**src/hdl/cfr_pkg.sv**
```systemverilog
// Package for the serial control frame reassembler.
// Holds the request and response transfer types and the framing byte codes.
// Depends on nothing; imported by civ_frame_reassembler.
`default_nettype none

package cfr_pkg;

   // Largest frame, preambles and terminator included, that the block keeps.
   localparam int MAX_FRAME_BYTES_DEF = 64;

   // Width of the byte position field on the response side.
   localparam int BYTE_INDEX_W = 6;

   // Framing byte codes.
   localparam logic [7:0] PREAMBLE_BYTE = 8'hFE;
   localparam logic [7:0] END_BYTE      = 8'hFD;
   localparam logic [7:0] ALT_END_BYTE  = 8'hFC;

   // Request kinds.
   localparam logic KIND_BYTE    = 1'b0;
   localparam logic KIND_TIMEOUT = 1'b1;

   typedef struct packed {
      logic       kind;
      logic [7:0] byte_value;
   } req_type;

   typedef struct packed {
      logic [7:0]              frame_byte;
      logic [BYTE_INDEX_W-1:0] byte_index;
      logic                    last;
   } rsp_type;

endpackage

`default_nettype wire

```
**src/hdl/civ_frame_reassembler.sv**
```systemverilog
// Serial control frame reassembler, top level; uses types and codes from cfr_pkg.
// Bytes from a serial link come in one per request transfer, together with timeout
// events. While hunting, the block waits for two 0xFE preamble bytes in a row; a
// lone 0xFE followed by any other byte starts nothing. Inside a frame every byte is
// written to a frame memory of MAX_FRAME_BYTES entries. On a 0xFD or 0xFC terminator
// the whole frame, both preambles first and the terminator last, is sent out as one
// response transfer per byte with its position and a last flag, and the block
// returns to hunting. A byte that is not a terminator and fills the frame to the
// cap drops the frame without any response. A timeout event clears the framing
// state in any case. After a timeout or a byte that is not a terminator, the block
// is ready again on the next cycle. A completed frame is replayed through the
// single read port of the frame memory, each byte in a read state that addresses
// the memory and then a show state that presents the registered data, which the
// response side can stall; request stall stays high during the replay.
`default_nettype none

module civ_frame_reassembler #(
   parameter int MAX_FRAME_BYTES = cfr_pkg::MAX_FRAME_BYTES_DEF
) (
   input  wire              clock,
   input  wire              reset,
   input  wire              req_valid,
   output logic             req_stall,
   input  cfr_pkg::req_type req_data,
   output logic             rsp_valid,
   input  wire              rsp_stall,
   output cfr_pkg::rsp_type rsp_data
);
   import cfr_pkg::*;

   localparam int AW = $clog2(MAX_FRAME_BYTES);

   // Sequencer states.
   localparam logic [1:0] ST_IDLE = 2'd0;
   localparam logic [1:0] ST_READ = 2'd1;
   localparam logic [1:0] ST_SHOW = 2'd2;

   logic [1:0]    state_ff, state_in;
   logic          in_frame_ff, in_frame_in;
   logic          saw_pre_ff, saw_pre_in;
   logic [AW-1:0] fill_ff, fill_in;
   logic [AW-1:0] last_idx_ff, last_idx_in;
   logic [AW-1:0] idx_ff, idx_in;
   logic [7:0]    rd_data_ff;
   logic [7:0]    frame_mem [MAX_FRAME_BYTES];

   logic req_xfer;
   logic is_term;
   logic store_byte;

   // The block only takes a request while no frame is being replayed.
   assign req_stall  = (state_ff != ST_IDLE);
   assign req_xfer   = req_valid && !req_stall;
   assign is_term    = (req_data.byte_value == END_BYTE) ||
                       (req_data.byte_value == ALT_END_BYTE);
   assign store_byte = req_xfer && (req_data.kind == KIND_BYTE) && in_frame_ff;

   // Sequencer and framing state.
   always_comb begin
      state_in    = state_ff;
      in_frame_in = in_frame_ff;
      saw_pre_in  = saw_pre_ff;
      fill_in     = fill_ff;
      last_idx_in = last_idx_ff;
      idx_in      = idx_ff;
      unique case (state_ff)
         ST_IDLE: begin
            if (req_xfer) begin
               if (req_data.kind == KIND_TIMEOUT) begin
                  in_frame_in = 1'b0;
                  saw_pre_in  = 1'b0;
                  fill_in     = '0;
               end else if (!in_frame_ff) begin
                  // Hunting: two preambles in a row open a frame.
                  if (req_data.byte_value != PREAMBLE_BYTE) begin
                     saw_pre_in = 1'b0;
                  end else if (!saw_pre_ff) begin
                     saw_pre_in = 1'b1;
                  end else begin
                     saw_pre_in  = 1'b0;
                     in_frame_in = 1'b1;
                     fill_in     = AW'(2);
                  end
               end else if (is_term) begin
                  // The terminator sits at the current fill position.
                  last_idx_in = fill_ff;
                  idx_in      = '0;
                  in_frame_in = 1'b0;
                  fill_in     = '0;
                  state_in    = ST_READ;
               end else if (fill_ff == AW'(MAX_FRAME_BYTES - 1)) begin
                  // This byte fills the frame to the cap: drop it silently.
                  in_frame_in = 1'b0;
                  fill_in     = '0;
               end else begin
                  fill_in = fill_ff + AW'(1);
               end
            end
         end
         ST_READ: begin
            state_in = ST_SHOW;
         end
         ST_SHOW: begin
            if (!rsp_stall) begin
               if (idx_ff == last_idx_ff) begin
                  state_in = ST_IDLE;
               end else begin
                  idx_in   = idx_ff + AW'(1);
                  state_in = ST_READ;
               end
            end
         end
         default: begin
            state_in = ST_IDLE;
         end
      endcase
   end

   always_ff @(posedge clock) begin
      if (reset) begin
         state_ff    <= ST_IDLE;
         in_frame_ff <= 1'b0;
         saw_pre_ff  <= 1'b0;
         fill_ff     <= '0;
         idx_ff      <= '0;
         last_idx_ff <= '0;
      end else begin
         state_ff    <= state_in;
         in_frame_ff <= in_frame_in;
         saw_pre_ff  <= saw_pre_in;
         fill_ff     <= fill_in;
         idx_ff      <= idx_in;
         last_idx_ff <= last_idx_in;
      end
   end

   // Frame memory. Positions zero and one are the preambles, which are never
   // written; the response side supplies them directly.
   always_ff @(posedge clock) begin
      if (store_byte) begin
         frame_mem[fill_ff] <= req_data.byte_value;
      end
   end

   always_ff @(posedge clock) begin
      if (state_ff == ST_READ) begin
         rd_data_ff <= frame_mem[idx_ff];
      end
   end

   // Response payload comes straight from registers, so it holds while stalled.
   assign rsp_valid           = (state_ff == ST_SHOW);
   assign rsp_data.frame_byte = (idx_ff < AW'(2)) ? PREAMBLE_BYTE : rd_data_ff;
   assign rsp_data.byte_index = BYTE_INDEX_W'(idx_ff);
   assign rsp_data.last       = (idx_ff == last_idx_ff);

`ifndef SYNTH
   // No request is taken while a frame is being replayed.
   a_no_req_during_rsp: assert property (@(posedge clock) disable iff (reset)
      rsp_valid |-> req_stall)
      else $error("request taken during frame replay");

   // The final byte of a frame returns the block to hunting.
   a_last_ends_frame: assert property (@(posedge clock) disable iff (reset)
      rsp_valid && !rsp_stall && rsp_data.last |=> !rsp_valid && !req_stall)
      else $error("frame replay did not end after last byte");

   // Bytes of a frame come out at consecutive positions.
   a_index_steps: assert property (@(posedge clock) disable iff (reset)
      rsp_valid && !rsp_stall && !rsp_data.last |=> !rsp_valid ##1
      (rsp_valid && rsp_data.byte_index ==
       BYTE_INDEX_W'($past(rsp_data.byte_index, 2) + 1'b1)))
      else $error("frame byte position skipped");

   // Every frame opens with two preamble bytes.
   a_preambles_first: assert property (@(posedge clock) disable iff (reset)
      rsp_valid && (rsp_data.byte_index == '0 || rsp_data.byte_index == 6'd1)
      |-> rsp_data.frame_byte == PREAMBLE_BYTE && !rsp_data.last)
      else $error("frame does not open with preambles");
`endif

endmodule

`default_nettype wire

```
**config.mk**
```make
export PLATFORM = sky130hd
export DESIGN_NAME = civ_frame_reassembler
export DESIGN_NICKNAME = d
export VERILOG_FILES = /design/src/hdl/cfr_pkg.sv /design/src/hdl/civ_frame_reassembler.sv
export SDC_FILE = /design/constraint.sdc
export NUM_CORES = 1
export LEC_CHECK = 0
export ABC_AREA = 1
export BUFFER_PORTS_ARGS = -buffer_cell sky130_fd_sc_hd__buf_2
export CORE_MARGIN = 1.5
export CORE_UTILIZATION = 55
export DETAILED_ROUTE_END_ITERATION = 7
export PLACE_DENSITY = 0.79
export SYNTH_ARGS = -nofsm -noshare
export SYNTH_HDL_FRONTEND = slang
export SYNTH_SLANG_ARGS = --single-unit
```
**constraint.sdc**
```tcl
create_clock -name clock -period 2.4 [get_ports clock]
set_input_delay 0.48 -clock clock [delete_from_list [all_inputs] [get_ports clock]]
set_output_delay 0.48 -clock clock [all_outputs]
set_load 0.005 [all_outputs]
```
==> summary.md <==
| Metric | Value |
|---|---|
| HPWL Detailed | about 34 mm |
| Clk sinks | about 540 |
| Final global-route overflow total | 0 |
| Gpl congestion | ~0.94 |
| Max-Cap Viols | 0 |
| Most frequent cells in the layout | nand2_1 (671), edfxtp_1 (520), nand3_1 (346), nor2_1 (178), buf_4 (106) |
| IO Pins | 30 |
| Met3 routed WL | approximately 7 mm |
| Nets | between 2000 and 2500 |
| Area delta synth->final | 13.3% |
| Finished Layout Cells | between 2000 and 3000 |
| Leakage | around 9.6 nW |
| Top Metal Used | met4 |
| H-tree levels | 2 |
| Syn. warnings | 0 |
| Initial Utilization | a little under three fifths |
| Largest net degree at the start of global routing | around 130 |
| Clock tree buffer depth | 3 |
| Site Rows | 74 |
| WL per Instance | 21.9 um |
| Worst IR Drop VDD | between 0.0004 and 0.0005 V |
| CP endpoint kind | output pin |
| Endpoints failing setup | 0 |
| Max-slew violations | 0 |
| DR iter-0 viols | between 2000 and 3000 |
| RSZ-0062 raised after global routing | true |
| Required @ worst endpoint | ~1900 ps |
| Setup Skew | 22.9 ps |
| Placed inst area | roughly 24000 um2 |
| DR WL met2 | between 20 and 30 mm |
| Vias in the first global route | ~16000 |
| Total Die Area | 42400 um2 |
| Residual DRC count | 0 |
| Worst path arrival time | 1870 ps |
| Antenna cells | 0 |
| Syn avg cell area | about 11 um2 |
| Min Tclk post-route | 2350 ps |
| CP max FO | 15 |
| Slew headroom | 36.0% |
| Pwr Total | around 19 mW |
| Final Hold Viols | 0 |
| Final worst path period share | 97.8% |
| Die height | between 200 and 250 um |
| Status | finished, final reports clean |
| Commonest non-fill, non-tap cell in the layout | nand2_1 |
| DR pass1 iterations | 6 |
| Core area | 40700 um2 |
| Initial antenna violation count | 0 |
| Final instance area | 25700 um2 |
| CP startpoint kind | flip-flop |
| Clock-pin slew on the worst setup and hold paths | around 60 ps |
| Hold Slack | about 190 ps |
| Slew @ Worst Pin | 960 ps |
| Post-synthesis register bit count | around 540 |
| Final Util | roughly 63% |
| Share of layout cells above drive strength 1 | between 10% and 20% |
| TritonCTS clock tree | yes |
| Root Driver | clkbuf_16 |
| Max Fclk | about 0.43 GHz |
| Via count | between 15000 and 20000 |
| Min-Delay Path Class | primary input to flip-flop |
| First-pass GRT wire length | 90.3 mm |
| Buffers on Ports | 29 |
| Worst skew pair latency | between 500 and 600 ps |
| Pwr Density | around 730 nW/um2 |
| Final ANT Viol Nets | 0 |
| Sequential share of the synthesized area | between 70% and 80% |
| Yosys cell types | 35 |
| Met1 WL | 21.9 mm |
| DRT Wirelength | 59.8 mm |
| Syn_nets | a little over 2000 |
| Num CTS Buffers | 53 |
| Vias per cell | ~6.0 |
| Mapped Area | ~23000 um2 |
| Setup bufs post-CTS | 0 |
| Placed cell count | 2629 |
| All-Layer GR Usage | 28.5% |
| CP Class | flip-flop to output pin |
| Width of the die | ~210 um |
| Mapped Cells | ~2000 |
## critical path, cell delays in order (launching register included)
cell,delay (ps)
dfxtp_4,420
clkinv_2,310
nand3_4,280
nand2_1,110
inv_1,70
buf_2,100
## stage by stage
step / setup TNS [ps] / setup slack (ps)
3_5_place_dp: -983 / -113
3_3_place_gp: -712 / -105
2_1_floorplan: 0 / 482
4_1_cts: 0 / 54.8
5_1_grt: -15.1 / -15.1
6_report: 0 / 52.6
## routing by layer
metal	up-vias	GRT usage, %
li1	7251	-
met1	7665	37.4
met2	1136	45.1
met3	249	5.57
met4	0	14.8
met5	-	0
## sequential cells by signal, indices dropped and copies added, names as in the netlist
register     cells
in_frame_ff      1
rd_data_ff       8
state_ff         2
fill_ff          6
last_idx_ff      6
frame_mem      512
idx_ff           6
saw_pre_ff       1
## power breakdown
| part | internal (mW) | switching (mW) | total, mW |
|---|---|---|---|
| Combinational | 0.0290 | 0.235 | 0.264 |
| Sequential | 10.4 | 0.00224 | 10.4 |
| Clock | 4.81 | 3.44 | 8.25 |
## what timing repair did
action / CTS / global route
endpoints found under the setup margin: 9 / 8
hold buffers: 0 / 0
gates resized for setup: 3 / 1
hold endpoints to repair: 0 / 0
cloned: 1 / 0
## path summary, 6_finish.rpt
check,from,end,slack [ps],depth (start not counted)
worst max-delay path,idx_ff[1],rsp_data[7],50,5
worst min-delay path,reset,idx_ff[1],190,2
worst max register to register,idx_ff[1],rd_data_ff[5],220,10
worst min register to register,in_frame_ff,in_frame_ff,530,2
## layout make-up
cell class	count	area [um2]
Sequential cell	542	16100
Fill cell	2958	15000
Multi-Input combinational cell	1322	5670
Clock buffer	63	1410
Timing Repair Buffer	149	1240
Tap cell	532	666
Inverter	85	325
Clock inverter	34	324
## cell families (layout without fill, tap and decap cells)
kind of cell / after synthesis / in the layout / synth area share [%]
fa+ha+maj: 2 / 2 / 0.110
buf+inv: 197 / 331 / 4.23
simple gates: 1214 / 1214 / 22.2
xor+xnor: 3 / 3 / 0.116
compound gates: 103 / 103 / 2.47
flops: 542 / 542 / 70.8
## Yosys cell counts
library cell | instances | area share (%)
o22ai_1 | 8 | 0.22
inv_1 | 81 | 1.3
a31oi_1 | 1 | 0.028
o21ai_0 | 52 | 1.1
o211ai_1 | 4 | 0.13
buf_4 | 15 | 0.50
a21oi_1 | 28 | 0.62
nor2_2 | 3 | 0.083
nor3_1 | 3 | 0.066
nand3_1 | 347 | 7.7
dfxtp_1 | 22 | 1.9
buf_2 | 62 | 1.4
nor3b_1 | 1 | 0.033
nor2_1 | 179 | 3.0
a211oi_1 | 1 | 0.033
o21ai_1 | 6 | 0.13
nand3b_1 | 1 | 0.033
clkinv_1 | 1 | 0.017
nand3_2 | 1 | 0.044
inv_2 | 3 | 0.050
nor2_4 | 1 | 0.050
clkbuf_1 | 16 | 0.26
o21ai_2 | 1 | 0.039
nand2_2 | 3 | 0.083
ha_1 | 2 | 0.11
nand4_1 | 3 | 0.083
buf_6 | 10 | 0.50
edfxtp_1 | 520 | 69
nand2_1 | 671 | 11
o21bai_1 | 1 | 0.033
o22ai_4 | 1 | 0.088
xor2_1 | 3 | 0.12
buf_1 | 8 | 0.13
and3_1 | 1 | 0.028
buf_8 | 1 | 0.066
(Power assumes the default switching activity.)
